**config.mk**
```make
export PLATFORM = sky130hd
export DESIGN_NAME = server_list_response_parser_top
export DESIGN_NICKNAME = d
export VERILOG_FILES = /design/src/rtl/slrp_pkg.sv /design/src/rtl/server_list_response_parser_top.sv /design/src/rtl/slrp_parser.sv /design/src/rtl/slrp_out.sv
export SDC_FILE = /design/constraint.sdc
export NUM_CORES = 1
export LEC_CHECK = 0
export ABC_AREA = 1
export BUFFER_PORTS_ARGS = -buffer_cell sky130_fd_sc_hd__buf_2
export CAP_MARGIN = 30
export CORE_MARGIN = 2
export CORE_UTILIZATION = 40
export CTS_CLUSTER_SIZE = 10
export DETAILED_ROUTE_END_ITERATION = 12
export PLACE_DENSITY = 0.58
export SYNTH_ARGS = -nofsm -noshare
export SYNTH_HDL_FRONTEND = slang
export SYNTH_SLANG_ARGS = --single-unit
```
**constraint.sdc**
```tcl
create_clock -name clk -period 9 [get_ports clk]
set_clock_uncertainty 0.05 [all_clocks]
set_input_delay 0.45 -clock clk [delete_from_list [all_inputs] [get_ports clk]]
set_output_delay 0.45 -clock clk [all_outputs]
set_load 0.01 [all_outputs]
```
**src/rtl/slrp_pkg.sv**
```systemverilog
// Shared types, constants and the tag lookup for the server list response parser.
package slrp_pkg;

  localparam int MAX_ENTRIES_DEFAULT = 256;

  localparam logic [4:0] TAG_LEN    = 5'd18;
  localparam logic [2:0] RECORD_LEN = 3'd7;
  localparam logic [2:0] HEADER_FF_COUNT = 3'd4;

  localparam logic [7:0] HEADER_BYTE = 8'hFF;
  localparam logic [7:0] RECORD_MARK = 8'h5C;          // backslash
  localparam logic [47:0] END_RECORD = 48'h454F54000000; // "EOT" then three zero bytes

  localparam logic OP_BYTE    = 1'b0;
  localparam logic OP_RESTART = 1'b1;

  // One-hot parser phases.
  typedef enum logic [3:0] {
    PHASE_HEADER  = 4'b0001,
    PHASE_TAG     = 4'b0010,
    PHASE_RECORDS = 4'b0100,
    PHASE_IGNORE  = 4'b1000
  } phase_t;

  // Event from the parser to the output stage for one accepted word.
  typedef struct packed {
    logic        restart;
    logic        record;
    logic [31:0] ip;
    logic [15:0] port;
  } rec_event_t;

  function automatic logic [7:0] tag_char(input logic [4:0] pos);
    logic [7:0] c;
    case (pos)
      5'd0:    c = 8'h67; // g
      5'd1:    c = 8'h65; // e
      5'd2:    c = 8'h74; // t
      5'd3:    c = 8'h73; // s
      5'd4:    c = 8'h65; // e
      5'd5:    c = 8'h72; // r
      5'd6:    c = 8'h76; // v
      5'd7:    c = 8'h65; // e
      5'd8:    c = 8'h72; // r
      5'd9:    c = 8'h73; // s
      5'd10:   c = 8'h52; // R
      5'd11:   c = 8'h65; // e
      5'd12:   c = 8'h73; // s
      5'd13:   c = 8'h70; // p
      5'd14:   c = 8'h6F; // o
      5'd15:   c = 8'h6E; // n
      5'd16:   c = 8'h73; // s
      5'd17:   c = 8'h65; // e
      default: c = 8'h00;
    endcase
    return c;
  endfunction

endpackage

```
**src/rtl/server_list_response_parser_top.sv**
```systemverilog
// Server list response parser: one datagram word in, at most one server entry out, per cycle.
// Takes one byte (or restart) per cycle; the parser state updates in the cycle the word
// is accepted and a completed record appears in the result register on the next cycle.
// Throughput is one word per cycle, set by the single result register: in_ready drops
// only while a result waits and out_ready is low. A datagram may open with four 0xFF
// bytes, then must carry the tag, then 7-byte records (backslash, IPv4, port).
// Records beyond MAX_ENTRIES since the last restart are dropped; entry_index is the
// low eight bits of the entry's position.
module server_list_response_parser_top #(
  parameter int MAX_ENTRIES = slrp_pkg::MAX_ENTRIES_DEFAULT
) (
  input  logic        clk,
  input  logic        rst,
  input  logic        in_valid,
  output logic        in_ready,
  input  logic        operation,
  input  logic [7:0]  data_byte,
  input  logic        last_byte,
  output logic        out_valid,
  input  logic        out_ready,
  output logic [7:0]  entry_index,
  output logic [31:0] server_ip,
  output logic [15:0] server_port
);

  slrp_pkg::rec_event_t rec_event;
  logic                 step;

  assign in_ready = !out_valid || out_ready;
  assign step     = in_valid && in_ready;

  slrp_parser u_parser (
    .clk       (clk),
    .rst       (rst),
    .step      (step),
    .operation (operation),
    .data_byte (data_byte),
    .last_byte (last_byte),
    .event_out (rec_event)
  );

  slrp_out #(
    .MAX_ENTRIES (MAX_ENTRIES)
  ) u_out (
    .clk         (clk),
    .rst         (rst),
    .step        (step),
    .event_in    (rec_event),
    .out_ready   (out_ready),
    .out_valid   (out_valid),
    .entry_index (entry_index),
    .server_ip   (server_ip),
    .server_port (server_port)
  );

endmodule

```
**src/rtl/slrp_parser.sv**
```systemverilog
// Byte-level parser: header skip, tag match and record assembly.
module slrp_parser (
  input  logic                    clk,
  input  logic                    rst,
  input  logic                    step,
  input  logic                    operation,
  input  logic [7:0]              data_byte,
  input  logic                    last_byte,
  output slrp_pkg::rec_event_t    event_out
);

  slrp_pkg::phase_t phase, phase_next;
  logic [4:0]  match_position, match_position_next;
  logic [2:0]  record_fill, record_fill_next;
  logic [39:0] record_bytes, record_bytes_next;
  logic [47:0] full_record;
  logic        tag_hit;
  logic [4:0]  pos_inc;

  assign full_record = {record_bytes, data_byte};
  assign tag_hit = (match_position < slrp_pkg::TAG_LEN) &&
                   (data_byte == slrp_pkg::tag_char(match_position));
  assign pos_inc = match_position + 5'd1;

  always_comb begin
    phase_next          = phase;
    match_position_next = match_position;
    record_fill_next    = record_fill;
    record_bytes_next   = record_bytes;
    event_out.restart   = step && (operation == slrp_pkg::OP_RESTART);
    event_out.record    = 1'b0;
    event_out.ip        = full_record[47:16];
    event_out.port      = full_record[15:0];

    case (phase)
      slrp_pkg::PHASE_HEADER: begin
        if (data_byte == slrp_pkg::HEADER_BYTE) begin
          if (pos_inc >= {2'b00, slrp_pkg::HEADER_FF_COUNT}) begin
            match_position_next = '0;
            phase_next          = slrp_pkg::PHASE_TAG;
          end else begin
            match_position_next = pos_inc;
          end
        end else if (match_position == 5'd0) begin
          // No header: this byte opens the tag
          if (tag_hit) begin
            match_position_next = pos_inc;
            phase_next          = slrp_pkg::PHASE_TAG;
          end else begin
            phase_next = slrp_pkg::PHASE_IGNORE;
          end
        end else begin
          phase_next = slrp_pkg::PHASE_IGNORE;
        end
      end
      slrp_pkg::PHASE_TAG: begin
        if (tag_hit) begin
          match_position_next = pos_inc;
          if (pos_inc == slrp_pkg::TAG_LEN) begin
            phase_next       = slrp_pkg::PHASE_RECORDS;
            record_fill_next = '0;
          end
        end else begin
          phase_next = slrp_pkg::PHASE_IGNORE;
        end
      end
      slrp_pkg::PHASE_RECORDS: begin
        if (record_fill == 3'd0) begin
          if (data_byte != slrp_pkg::RECORD_MARK) begin
            phase_next = slrp_pkg::PHASE_IGNORE;
          end else begin
            record_fill_next = 3'd1;
          end
        end else begin
          record_bytes_next = full_record[39:0];
          if (record_fill == slrp_pkg::RECORD_LEN - 3'd1) begin
            record_fill_next = '0;
            if (full_record == slrp_pkg::END_RECORD) begin
              phase_next = slrp_pkg::PHASE_IGNORE;
            end else begin
              event_out.record = step && (operation == slrp_pkg::OP_BYTE);
            end
          end else begin
            record_fill_next = record_fill + 3'd1;
          end
        end
      end
      slrp_pkg::PHASE_IGNORE: begin
        phase_next = slrp_pkg::PHASE_IGNORE;
      end
      default: begin
        phase_next = slrp_pkg::PHASE_HEADER;
      end
    endcase

    // End of datagram or restart: back to the header phase
    if (last_byte || operation == slrp_pkg::OP_RESTART) begin
      phase_next          = slrp_pkg::PHASE_HEADER;
      match_position_next = '0;
      record_fill_next    = '0;
    end
  end

  always_ff @(posedge clk) begin
    if (rst) begin
      phase          <= slrp_pkg::PHASE_HEADER;
      match_position <= '0;
      record_fill    <= '0;
    end else if (step) begin
      phase          <= phase_next;
      match_position <= match_position_next;
      record_fill    <= record_fill_next;
    end
  end

  // Record payload needs no reset: five bytes are always shifted in before use
  always_ff @(posedge clk) begin
    if (step) begin
      record_bytes <= record_bytes_next;
    end
  end

endmodule

```
**src/rtl/slrp_out.sv**
```systemverilog
// Entry counter and result register.
module slrp_out #(
  parameter int MAX_ENTRIES = slrp_pkg::MAX_ENTRIES_DEFAULT
) (
  input  logic                  clk,
  input  logic                  rst,
  input  logic                  step,
  input  slrp_pkg::rec_event_t  event_in,
  input  logic                  out_ready,
  output logic                  out_valid,
  output logic [7:0]            entry_index,
  output logic [31:0]           server_ip,
  output logic [15:0]           server_port
);

  localparam int CNT_BITS = ($clog2(MAX_ENTRIES + 1) < 8) ? 8 : $clog2(MAX_ENTRIES + 1);
  localparam logic [CNT_BITS-1:0] COUNT_LIMIT = CNT_BITS'(MAX_ENTRIES);

  logic [CNT_BITS-1:0] stored_count;
  logic                store;

  assign store = event_in.record && (stored_count < COUNT_LIMIT);

  always_ff @(posedge clk) begin
    if (rst) begin
      stored_count <= '0;
      out_valid    <= 1'b0;
    end else begin
      if (event_in.restart) begin
        stored_count <= '0;
      end else if (store) begin
        stored_count <= stored_count + CNT_BITS'(1);
      end
      // A step is only taken when the result register is free or being drained
      if (step) begin
        out_valid <= store;
      end else if (out_ready) begin
        out_valid <= 1'b0;
      end
    end
  end

  always_ff @(posedge clk) begin
    if (store) begin
      entry_index <= stored_count[7:0];
      server_ip   <= event_in.ip;
      server_port <= event_in.port;
    end
  end

endmodule
```
# Word level (Yosys, flattened, before mapping)
# Memory sizes are Yosys's and may differ from the RTL's. A register that Yosys moved wholly into a read port is not among the register bits.
# Cells that the tools add are included.
[word_totals] ff_bits=118 latch_bits=0 mem_bits_rw=0 rom_bits=224 inputBits=14 out_inout_bits=58 n_memories=1
[op_classes] add_sub_neg=3 n_mul=0 div=0 magnitude_cmp=3 eq_ne=19 n_shift=0 muxes=33 bitwise=2 reduce_logical=18
[memory_table] name="(name not given)" words=32 word_bits=7 rd=1 rd_ports_with_merged_regs=1 write_ports=0 line_no="slrp_pkg.sv:35" text="case (pos)"
[op_table] cell="equality test 48 x 47 -> 1 bit (second input constant)" count=1
[op_table] cell="2-to-1 mux 4 bit" count=11
[op_table] cell="2-to-1 mux 5 bit" count=7
[op_table] cell="2-to-1 mux 3 bit" count=6
[op_table] cell="inequality test 4 bit (second input constant)" count=4
[op_table] cell="case mux 4 bit (4 select lines)" count=1
[op_table] cell="inequality test 4 x 1 -> 1 bit (second input constant)" count=3
[op_table] cell="case mux 5 bit (2 select lines)" count=1
[op_table] cell="adder 9 x 1 -> 9 bit (second input constant)" count=1
[op_table] cell="< comparator 9 bit (second input constant)" count=1
[op_table] cell="equality test 8 bit" count=1
[op_table] cell="equality test 8 bit (second input constant)" count=1
[op_table] cell="inequality test 8 x 7 -> 1 bit (second input constant)" count=1
[op_table] cell="2-to-1 mux 1 bit" count=6
[op_table] cell="inequality test 3 x 1 -> 1 bit (second input constant)" count=2
[op_table] cell="case mux 3 bit (2 select lines)" count=1
[op_table] cell="AND reduction 3 bit" count=2
[op_table] cell="AND reduction 6 bit" count=1
[op_table] cell="nonzero test 3 bit" count=2
[op_table] cell="adder 5 x 1 -> 5 bit (second input constant)" count=1
[op_table] cell="equality test 5 bit (second input constant)" count=1
[op_table] cell="greater-or-equal comparator 5 x 3 -> 1 bit (second input constant)" count=1
[op_table] cell="logical AND 1 bit" count=5
[op_table] cell="zero test 5 bit" count=1
[op_table] cell="14 further kinds" count=16

# Longest topological paths before layout
# Gate-level depths: netlist of run 1.
[depth] word_depth=10 depth_mapped=20 ltp_nobuf=20

# Cells and area by module
# From an unflattened synthesis of run 1, not the netlist that was laid out.
[hier_totals] hier_cells=464 area_unflattened_um2=5256.3
[by_module_without_submodules] mod="slrp_parser" n_inst=1 cells_each=342 area_per_inst_um2=3103.0 seq_area_each_um2=1581.5
[by_module_without_submodules] mod="slrp_out" n_inst=1 cells_each=118 area_per_inst_um2=2133.3 seq_area_each_um2=1881.8
[by_module_without_submodules] mod="server_list_response_parser_top" n_inst=1 cells_each=4 area_per_inst_um2=20.0 seq_area_each_um2=0.0

# Least setup slack after synthesis of run 1
# No wires, ideal clock.
[synth_timing] path_kind="input to register" start="input port out_ready" end="register u_parser.record_bytes[0] (enable)" setup_time_ns=0.487 t_arrival_ns=3.527 setup_slack_ns=4.936 stages=4 n_path_buf=0 cell_sequence="inv_1 -> a21boi_4 -> inv_1 -> nor3_1"
[synth_via] elab_chain_len=3
[synth_lines] item="start: declaration" line_no="server_list_response_parser_top.sv:20" text="input logic out_ready,"
[synth_lines] item="logical OR 1 bit" line_no="server_list_response_parser_top.sv:29" text="assign in_ready = !out_valid || out_ready;"
[synth_lines] item="logical AND 1 bit" line_no="server_list_response_parser_top.sv:30" text="assign step = in_valid && in_ready;"
[synth_lines] item="AND reduction 3 bit (no source line)"
[synth_lines] item="end signal: assignment" line_no="slrp_parser.sv:119" text="record_bytes <= record_bytes_next;"
[synth_lines] item="end: declaration" line_no="slrp_parser.sv:15" text="logic [39:0] record_bytes, record_bytes_next;"
# Every way passes these cells.
# A chain may end at the register's enable or synchronous reset.

# Worst setup path after layout of run 1
[layout_timing] start="register u_parser.record_fill[0]" end="register u_out.stored_count[4]"
[layout_via] elab_chain_len=5
[layout_lines] item="start: declaration" line_no="slrp_parser.sv:14" text="logic [2:0] record_fill, record_fill_next;"
[layout_lines] item="start signal: assignment" line_no="slrp_parser.sv:112" text="record_fill <= record_fill_next;"
[layout_lines] item="equality test 3 bit" line_no="slrp_parser.sv:76" text="if (record_fill == slrp_pkg::RECORD_LEN - 3'd1) begin"
[layout_lines] item="2-to-1 mux 1 bit" line_no="slrp_parser.sv:76"
[layout_lines] item="2-to-1 mux 1 bit (*)" line_no="slrp_parser.sv:68" text="if (record_fill == 3'd0) begin"
[layout_lines] item="2-to-1 mux 1 bit (*)" line_no="slrp_parser.sv:35" text="case (phase)"
[layout_lines] item="logical AND 1 bit (*)" line_no="slrp_out.sv:22" text="assign store = event_in.record && (stored_count < COUNT_LIMIT);"
[layout_lines] item="via u_out.store" line_no="slrp_out.sv:20" text="logic store;"
[layout_lines] item="end signal: assignment" line_no="slrp_out.sv:32" text="stored_count <= stored_count + CNT_BITS'(1);"
[layout_lines] item="end: declaration" line_no="slrp_out.sv:19" text="logic [CNT_BITS-1:0] stored_count;"
# The timed path passes the listed nets; every way through them passes the cells marked *.

==> results of run 1 <==
-- final cells by class --
| class | count | share of cell area |
|---|---|---|
| clock buffer | 25 | 0.0756 |
| clock inverter | 6 | 0.00936 |
| inverter | 67 | 0.0384 |
| multi-input combinational | 316 | 0.258 |
| sequential | 125 | 0.529 |
| tap | 176 | 0.0336 |
| timing repair buffer | 73 | 0.0565 |
-- through the flow --
| step | setup WS (ns) | area, sq um | util | power, uW |
|---|---|---|---|---|
| after CTS | 6.39 | 6550 | 0.495 | 1290 |
| after global placement | 6.22 | 5990 | 0.453 | 666 |
| after detailed placement | 6.15 | 5990 | 0.453 | 666 |
| after floorplan | 4.94 | 5410 | - | 655 |
| after global routing | 6.03 | 6550 | 0.495 | 1330 |
| final | 6.40 | 6550 | 0.495 | 1280 |
-- cell usage in the layout, fill, tap and decap left out, types with 15 or more instances in the layout --
cell type  instances
buf_2             71
nand2_1          115
inv_1             56
a21oi_1           16
nor4_1            15
o21ai_0           17
edfxtp_1          96
dfxtp_1           29
nor2_1            51
nand3_1           33
clkbuf_16         17
-- power groups by stage --
stage	sequential, uW	clock [uW]	combinational (uW)
finish	619	626	36.1
global route	618	668	40.7
CTS	619	639	36.2
detailed placement	630	0	36.1
global placement	630	0	35.6
floorplan	630	0	25.6
-- worst paths after layout --
check | to | slack (ns) | cells after the start | start
max | u_out.stored_count[4] | 6.40 | 11 | u_parser.record_fill[0]
min | u_out.out_valid | 0.20 | 2 | rst
max reg2reg | u_out.stored_count[4] | 6.40 | 11 | u_parser.record_fill[0]
min reg2reg | u_out.entry_index[6] | 0.39 | 0 | u_out.stored_count[6]
-- layer usage --
layer / global-route usage / vias up
li1: - / 1906
met1: 0.195 / 1790
met2: 0.257 / 127
met3: 0.0481 / 19
met4: 0.0654 / 0
met5: 0 / -
-- logic make-up after synthesis --
logic type	Yosys count	share of synthesized area
adders and majority gates	9	0.0208
AOI/OAI and AO/OA	38	0.0433
buffers and inverters	69	0.0486
and+or+nand+nor	265	0.241
xor gates and xnor gates	4	0.00648
DFF	125	0.640
-- registers in the layout, summed over array words and instances (netlist names), named ones only --
register and flops:
u_parser.record_fill 3, u_parser.match_position 5, u_out.entry_index 8, u_out.server_port 16, u_parser.phase 4, u_out.out_valid 1, u_out.server_ip 32, u_out.stored_count 9
u_parser.record_bytes 40
==> out/qor.csv, run 1 <==
stage;metric;value;unit
clock_network;# hold bufs at CTS;0;
clock_network;CTS resizes;0;
critical_path;Critical Path End Type;register;
finish;nets@finish;623;
timing;Final Setup Violations;0;
timing;RSZ-0062 raised after global routing;false;
clock_network;Bufs on Longest Clock Path;2;
pwr;sequential power share;0.483;
critical_path;cell mode on critical path;nand3_1;
routing;initial DRC count;269;
pwr;internal power;1030;uW
placed_design;routability cong.;0.936;
clock_network;post-CTS setup buffers;0;
global_routing;first-pass GRT wire length;17500;microns
clock_network;CTS H-tree depth;4;
routing;WL met3;603;microns
floorplanning;Core Area;13200;sq um
clock_network;CTS tree;yes;
critical_path;crit-path leading delay family;buffers and inverters;
yosys;sequential-to-total area share from yosys stat;0.640;
clock_network;Root Buffer;clkbuf_16;
timing;maximum clock frequency;0.385;GHz
timing;Final Max Tran Viols;0;
pwr;Pleak;0.00264;uW
yosys;Post-synth EDFFs;96;
yosys;Syn Inst Count;510;
critical_path;max incr delay on CP;0.55;ns
clock_network;CTS clk-pin slew, worst paths;0.05;ns
routing;M1 WL;4740;microns
critical_path;critical path's slowest cell;buf_4;
floorplanning;DIE AREA;14500;sq um
timing;Slew HR;0.592;
routing;met2 WL;5170;microns
routing;Via Count;3842;
global_routing;gr ovfl total;0;
placed_design;DP HPWL;7800;microns
critical_path;CP Cell Sequence;inv_1 -> nand3_1 -> inv_1 -> nand3_1 -> nor3_1 -> nand2_1 -> inv_2 -> buf_4 -> nand3_1 -> o21ai_0 -> a21oi_1;
critical_path;CP bufs+invs;4;
routing;DRC violations left;0;
clock_network;CTS buffer count;17;
yosys;most frequent cell after synthesis;nand2_1;
yosys;Synthesized Nets;533;
timing;WHS;0.202;ns
pwr;Comb pwr share;0.028;
finish;fraction of layout cells with a size suffix above 1;0.232;
run_status;status;finished, final reports clean;
clock_network;Clock Sinks;125;
routing;1st-pass router iterations;4;
pwr;Net Switching;247;uW
routing;Via-to-Cell Ratio;4.88;
floorplanning;Die Y-Extent;120;microns
global_routing;initial antenna violation count;0;
clock_network;Skew-Pair Late Insertion Delay;0.41;ns
yosys;synthesized flop and latch total;125;
yosys;post-synth top area share;0.533;
critical_path;crit path launch type;register;
critical_path;Max FO, Critical Path;48;
routing;top sig layer;met4;
finish;antenna cells;0;
yosys;ranking of synthesized cells by area;edfxtp_1, dfxtp_1, nand2_1, inv_1, nor2_1;
floorplanning;initial core utilization;0.408;
hold_path;type of the worst min-delay path;in -> reg;
critical_path;Crit path required time;9.24;ns
timing;part of the cycle the worst path needs;0.289;
finish;FF+latch area;3460;sq um
yosys;prevailing post-synth register cell;edfxtp_1;
pwr;sw frac;0.193;
yosys;asr flop ratio synth;0;
critical_path;Critical Path AT;2.83;ns
placed_design;placed cell count;757;
global_routing;maximum number of pins on one net before global-route repair;49;
timing;worst slew pin tran;0.606;ns
flow_run;number of max-cap violations;0;
finish;fillers;1188;
routing;WL per Instance;13.6;microns
floorplanning;Ports;72;
finish;Finished Layout Cells;788;
floorplanning;Rows;42;
yosys;Avg Cell Area, Syn;10.6;sq um
global_routing;number of global-route vias before repair;3733;
yosys;synth cell count leaders;nand2_1, edfxtp_1, inv_1;
timing;min Tclk post-route;2.60;ns
finish;Multi-input gate area;1690;sq um
routing;post-route ant nets;0;
placed_design;Buffers on Ports;71;
floorplanning;die width;120;microns
pwr;peak supply drop;0.126;mV
pwr;Power Dens Cells;196;nW/um^2
timing;final hold violations;0;
yosys;synthesized area;5410;sq um
yosys;count of different cell masters after synthesis;34;
yosys;Yosys top cell by area;edfxtp_1;
finish;Area growth, synth to finish;21.1;%
yosys;Yosys warnings;0;
critical_path;CP Class;reg -> reg;
pwr;Clock Power Share;0.489;
timing;setup tns final;0;ns
global_routing;gr usage total;0.158;
routing;Final Routed Wirelength;10700;microns
Note: power is estimated with default switching activity, not from simulation.
==> inputs of run 2 (changes only) <==
==> constraint.sdc (replaced) <==
create_clock -name clk -period 2.5 [get_ports clk]
set_clock_uncertainty 0.05 [all_clocks]
set_input_delay 0.125 -clock clk [delete_from_list [all_inputs] [get_ports clk]]
set_output_delay 0.125 -clock clk [all_outputs]
set_load 0.01 [all_outputs]
==> run 2 against run 1 <==
  * Die area is the same
  * Sequential power grew to 3.6 times the previous value
  * Power grew to 4.0 times the previous value
  * Wire length grew 0.89%
  * Critical path depth grew 7
==> out/qor.csv, run 2 (synthesis results as in run 1) <==
stage;metric;value;unit
routing;post-route ant nets;0;
placed_design;DP HPWL;7600;microns
global_routing;maximum number of pins on one net before global-route repair;41;
pwr;Power Dens Cells;735;nW/um^2
global_routing;number of global-route vias before repair;3732;
routing;1st-pass router iterations;4;
floorplanning;Die Y-Extent;120;microns
critical_path;cell mode on critical path;nand2_1;
clock_network;CTS tree;yes;
routing;Via Count;3861;
placed_design;routability cong.;0.865;
hold_path;type of the worst min-delay path;in -> reg;
critical_path;crit-path leading delay family;simple AND/OR/NAND/NOR gates;
floorplanning;die width;120;microns
timing;worst slew pin tran;0.509;ns
finish;max reg flops;40;
placed_design;Post-DP Area;6060;sq um
global_routing;gr usage total;0.160;
finish;Multi-input gate area;1780;sq um
timing;Final Max Tran Viols;0;
finish;register with the most flip-flops;u_parser.record_bytes;
routing;Via-to-Cell Ratio;4.75;
critical_path;Crit path required time;2.75;ns
finish;Finished Layout Cells;813;
routing;Final Routed Wirelength;10800;microns
finish;post-layout util;0.528;
finish;fillers;1162;
clock_network;Root Buffer;clkbuf_16;
floorplanning;DIE AREA;14500;sq um
critical_path;CP bufs+invs;1;
finish;top flop regs;u_parser.record_bytes (40), u_out.server_ip (32), u_out.server_port (16);
pwr;peak supply drop;0.441;mV
run_status;status;finished, final reports clean;
critical_path;CP Class;reg -> reg;
finish;FF+latch area;3470;sq um
critical_path;crit path launch type;register;
floorplanning;Core Area;13200;sq um
global_routing;gr ovfl total;0;
finish;design area;7000;sq um
routing;initial DRC count;244;
clock_network;CTS clk-pin slew, worst paths;0.06;ns
finish;antenna cells;0;
critical_path;Max FO, Critical Path;8;
floorplanning;Ports;72;
global_routing;first-pass GRT wire length;17900;microns
finish;Area growth, synth to finish;29.3;%
critical_path;max incr delay on CP;0.38;ns
timing;final setup margin;0.144;ns
finish;nets@finish;647;
critical_path;Critical Path AT;2.61;ns
routing;DRC violations left;0;
timing;Slew HR;0.661;
pwr;Pleak;0.00281;uW
clock_network;Bufs on Longest Clock Path;2;
critical_path;Critical Path End Type;register;
finish;fraction of layout cells with a size suffix above 1;0.283;
timing;final hold violations;0;
timing;min Tclk post-route;2.36;ns
clock_network;Clock Sinks;125;
timing;part of the cycle the worst path needs;0.943;
placed_design;Buffers on Ports;71;
timing;Final Setup Violations;0;
critical_path;critical path's slowest cell;dfxtp_2;
flow_run;number of max-cap violations;0;
clock_network;Skew-Pair Late Insertion Delay;0.41;ns
global_routing;initial antenna violation count;0;
routing;WL per Instance;13.3;microns
clock_network;CTS buffer count;17;
finish;commonest non-fill, non-tap cells in the layout;nand2_1, edfxtp_1, buf_2, inv_1, nor2_1;
timing;setup tns final;0;ns
timing;maximum clock frequency;0.424;GHz
critical_path;CP Cell Sequence;ha_4 -> nand3_1 -> nand2_1 -> nand2_2 -> nor2_2 -> nand3_1 -> nand2_1 -> nand2_1 -> nand2_2 -> nand2_4 -> ha_1 -> inv_1 -> nand2_2 -> nand2_1 -> nand2_1 -> nand2_1 -> nand2_1 -> nand2_1;
floorplanning;Rows;42;
finish;most common cell after layout, fill and taps aside;nand2_1;
floorplanning;initial core utilization;0.408;
placed_design;placed cell count;761;
clock_network;CTS H-tree depth;4;
placed_design;post-place setup slack;0.0863;ns
-- run 2: cell count changes in the layout (fill, tap and decap cells not counted), sizes merged --
cell / change
dlygate4sd3: +12
buf: +10
clkbuf: -6
bufinv: +5
clkinvlp: +2
clkinv: +1
inv: +1
-- run 2: what timing repair did --
item | in CTS | in global routing
hold buffers | 12 | 0
gates resized for setup | 0 | 24
endpoints found under the setup margin | 0 | 5
hold endpoints to repair | 19 | 0
buffers inserted | 0 | 8
-- run 2: per-stage QoR --
stage | hold slack, ns | total power (uW)
2_1_floorplan | 0.144 | 2360
3_3_place_gp | 0.291 | 2400
3_5_place_dp | 0.295 | 2400
4_1_cts | 0.189 | 5180
5_1_grt | 0.194 | 5300
6_report | 0.162 | 5140
-- run 2: report_power, final --
part / internal, uW / switching [uW] / total, uW
Combinational: 63.9 / 98.3 / 162
Sequential: 2220 / 7.23 / 2230
Clock: 1870 / 883 / 2750
Total: 4150 / 988 / 5140
-- run 2: metal layers --
| metal | track usage | wire length [microns] |
|---|---|---|
| met1 | 0.194 | 4850 |
| met2 | 0.257 | 5470 |
| met3 | 0.0528 | 359 |
| met4 | 0.0770 | 124 |
| met5 | 0 | 0 |
-- run 2: area by class of cell --
type | count | area share
tap | 176 | 0.0315
sequential | 125 | 0.496
timing repair buffer | 97 | 0.0864
multi-input combinational | 316 | 0.255
clock inverter | 15 | 0.0345
clock buffer | 17 | 0.0608
inverter | 67 | 0.0365
-- run 2: final timing paths --
check                             start                   to  slack (ns)  depth (start not counted)
min reg2reg   u_parser.record_bytes[38]  u_out.server_ip[30]        0.40                          0
min                           operation    u_parser.phase[0]        0.16                          6
max reg2reg  u_parser.match_position[0]             register        0.14                         18
max          u_parser.match_position[0]             register        0.14                         18
-- run 2: worst reg2reg max path: stages, from the launching register on --
cell,delay [ns]
dfxtp_2,0.38
ha_4,0.17
nand3_1,0.10
nand2_1,0.10
nand2_2,0.09
nor2_2,0.15
nand3_1,0.10
nand2_1,0.14
nand2_1,0.10
nand2_2,0.11
nand2_4,0.08
ha_1,0.31
inv_1,0.05
nand2_2,0.07
nand2_1,0.06
nand2_1,0.05
nand2_1,0.05
nand2_1,0.05
nand2_1,0.04
==> inputs of run 3 (changes only) <==
--- a/config.mk
+++ b/config.mk
@@ -5,7 +5,6 @@
 export SDC_FILE = /design/constraint.sdc
 export NUM_CORES = 1
 export LEC_CHECK = 0
-export ABC_AREA = 1
 export BUFFER_PORTS_ARGS = -buffer_cell sky130_fd_sc_hd__buf_2
 export CAP_MARGIN = 30
 export CORE_MARGIN = 2
==> run 3 against run 2 <==
  * The flow now finishes with violations (setup timing)
  * Global-route usage increased by 1.7 points
  * Die area down 6.2%
  * Critical path depth down 8
  * Clock power shrank 12%
  * Count of clock-buffer cells in the layout grew 1
  * Cell area rose by 3.2%
  * Core utilization increased by 5.1 points
==> out/qor.csv, run 3 <==
stage;metric;value;unit
yosys;synthesized flop and latch total;125;
yosys;Post-synth EDFFs;96;
yosys;synth cell count leaders;edfxtp_1, dfxtp_1, nor2_1;
timing;Slew HR;0.700;
critical_path;CP bufs+invs;0;
pwr;internal power;3830;uW
finish;Area growth, synth to finish;42.6;%
run_status;status;finished with violations;
pwr;peak supply drop;0.493;mV
finish;register with the most flip-flops;u_parser.record_bytes;
global_routing;gr ovfl total;0;
global_routing;initial antenna violation count;0;
pwr;Net Switching;942;uW
yosys;most frequent cell after synthesis;edfxtp_1;
clock_network;CTS tree;yes;
pwr;Clock Power Share;0.504;
yosys;Syn Inst Count;348;
yosys;Avg Cell Area, Syn;14.5;sq um
routing;Via Count;3616;
yosys;asr flop ratio synth;0;
timing;min Tclk post-route;2.57;ns
routing;post-route ant nets;0;
pwr;Final Power;4780;uW
yosys;Post-Synth Adder-Cell Area;0.0222;
critical_path;CP Cell Sequence;nor4b_4 -> nand2_2 -> o311a_4 -> o22ai_2 -> or2_4 -> nand2_4 -> ha_4 -> o21ai_2 -> or3_4 -> o211ai_1;
finish;antenna cells;0;
clock_network;CTS buffer count;17;
floorplanning;Rows;41;
placed_design;Buffers on Ports;71;
clock_network;Clock Sinks;125;
yosys;Synth Area in XOR/XNOR;0.0294;
timing;part of the cycle the worst path needs;1.03;
finish;top flop regs;u_parser.record_bytes (40), u_out.server_ip (32), u_out.server_port (16);
clock_network;Root Buffer;clkbuf_16;
timing;RSZ-0062 raised after global routing;true;
hold_path;type of the worst min-delay path;in -> reg;
critical_path;Crit path required time;2.79;ns
clock_network;Skew-Pair Late Insertion Delay;0.42;ns
placed_design;DP HPWL;7980;microns
timing;worst slew pin tran;0.445;ns
routing;Via-to-Cell Ratio;5.14;
finish;nets@finish;543;
yosys;post-synth top area share;0.569;
floorplanning;initial core utilization;0.406;
floorplanning;Core Area;12500;sq um
routing;WL per Instance;16.3;microns
timing;final hold violations;0;
critical_path;Max FO, Critical Path;4;
global_routing;number of global-route vias before repair;3569;
global_routing;first-pass GRT wire length;17800;microns
yosys;sequential-to-total area share from yosys stat;0.684;
floorplanning;DIE AREA;13600;sq um
critical_path;Critical Path End Type;register;
pwr;Pleak;0.00273;uW
finish;fillers;1036;
timing;setup tns final;-0.180;ns
clock_network;CTS H-tree depth;4;
finish;Multi-input gate area;1790;sq um
timing;maximum clock frequency;0.389;GHz
critical_path;CP Class;reg -> reg;
timing;final setup margin;-0.0717;ns
routing;initial DRC count;244;
pwr;sw frac;0.197;
yosys;simple-gate share of the synthesized area;0.129;
critical_path;Critical Path AT;2.86;ns
floorplanning;die width;117;microns
finish;most common cell after layout, fill and taps aside;edfxtp_1;
floorplanning;Die Y-Extent;117;microns
flow_run;number of max-cap violations;0;
global_routing;gr usage total;0.177;
critical_path;crit-path leading delay family;simple AND/OR/NAND/NOR gates;
yosys;post-synthesis compound-gate area fraction;0.0981;
global_routing;maximum number of pins on one net before global-route repair;41;
critical_path;max incr delay on CP;0.42;ns
finish;FF+latch area;3480;sq um
routing;DRC violations left;0;
yosys;Synthesized Nets;371;
yosys;prevailing post-synth register cell;edfxtp_1;
yosys;count of different cell masters after synthesis;72;
clock_network;CTS clk-pin slew, worst paths;0.06;ns
finish;commonest non-fill, non-tap cells in the layout;edfxtp_1, buf_4, buf_2, dfxtp_1, clkbuf_16;
yosys;mux contribution to synthesized area;0.0163;
floorplanning;Ports;72;
yosys;main combinational cell family by area after synthesis;simple AND/OR/NAND/NOR gates;
timing;Final Max Tran Viols;0;
timing;Final Setup Violations;4;
finish;fraction of layout cells with a size suffix above 1;0.470;
pwr;sequential power share;0.464;
routing;1st-pass router iterations;4;
finish;max reg flops;40;
routing;Final Routed Wirelength;11400;microns
yosys;Yosys top cell by area;edfxtp_1;
run_status;violated checks;setup timing;
critical_path;crit path launch type;register;
pwr;Power Dens Cells;662;nW/um^2
clock_network;Bufs on Longest Clock Path;2;
critical_path;critical path's slowest cell;o311a_4;
yosys;synthesized area;5060;sq um
yosys;ranking of synthesized cells by area;edfxtp_1, dfxtp_1, xor2_1, ha_1, nand4_1;
yosys;Yosys warnings;0;
placed_design;routability cong.;0.892;
pwr;Comb pwr share;0.033;
run 3: layout make-up:
cell class / instances / share of cell area
flip-flops and latches: 125 / 0.482
multi-input cells: 201 / 0.247
repair buffers: 163 / 0.155
clock buffers: 18 / 0.0595
well taps: 172 / 0.0298
clock inverters: 13 / 0.0206
inverters: 12 / 0.00624
run 3: logic make-up after synthesis:
family                     count (synthesis)
DFF                                      125
and+or+nand+nor                          102
AOI/OAI and AO/OA                         65
buffers and inverters                     22
xor gates and xnor gates                  17
adders and majority gates                  9
muxes                                      8
run 3: stage by stage:
step | utilization | setup slack [ns] | instance area (sq um) | std cells | hold WS, ns
2_1_floorplan | - | -0.141 | 5110 | 348 | 0.174
3_3_place_gp | 0.501 | -0.121 | 6240 | 657 | 0.325
3_5_place_dp | 0.501 | -0.194 | 6240 | 657 | 0.329
4_1_cts | 0.566 | -0.00533 | 7060 | 701 | 0.00135
5_1_grt | 0.579 | -0.165 | 7220 | 704 | 0.0244
6_report | 0.579 | -0.0717 | 7220 | 704 | 0.0292
run 3: repair_timing:
action | CTS | global route
endpoints found under the hold margin | 14 | 0
hold buffers | 9 | 0
resized for setup | 26 | 26
pin swaps | 11 | 15
setup buffers | 4 | 3
endpoints found under the setup margin | 9 | 12
run 3: layer usage:
metal / vias up / wire length [microns] / track usage
met2: 104 / 5700 / 0.293
met3: 30 / 517 / 0.0498
met1: 1760 / 4940 / 0.217
met5: - / 0 / 0
met4: 0 / 280 / 0.0778
li1: 1722 / - / -
run 3: worst paths after layout:
path	startpoint	to	slack, ns	cells past startpoint
setup / recovery	u_parser.phase[3]	register	-0.07	10
hold / removal	data_byte[3]	u_parser.record_bytes[3]	0.03	2
setup reg to reg	u_parser.phase[3]	register	-0.07	10
hold reg to reg	u_parser.record_bytes[34]	u_out.server_ip[26]	0.39	0
run 3: power by group through the flow:
| stage | logic, uW | clock network (uW) | registers, uW |
|---|---|---|---|
| 6_report | 157 | 2410 | 2210 |
| 4_1_cts | 150 | 2450 | 2220 |
| 5_1_grt | 169 | 2550 | 2210 |
| 3_3_place_gp | 128 | 0 | 2260 |
| 2_1_floorplan | 63.5 | 0 | 2260 |
| 3_5_place_dp | 129 | 0 | 2260 |
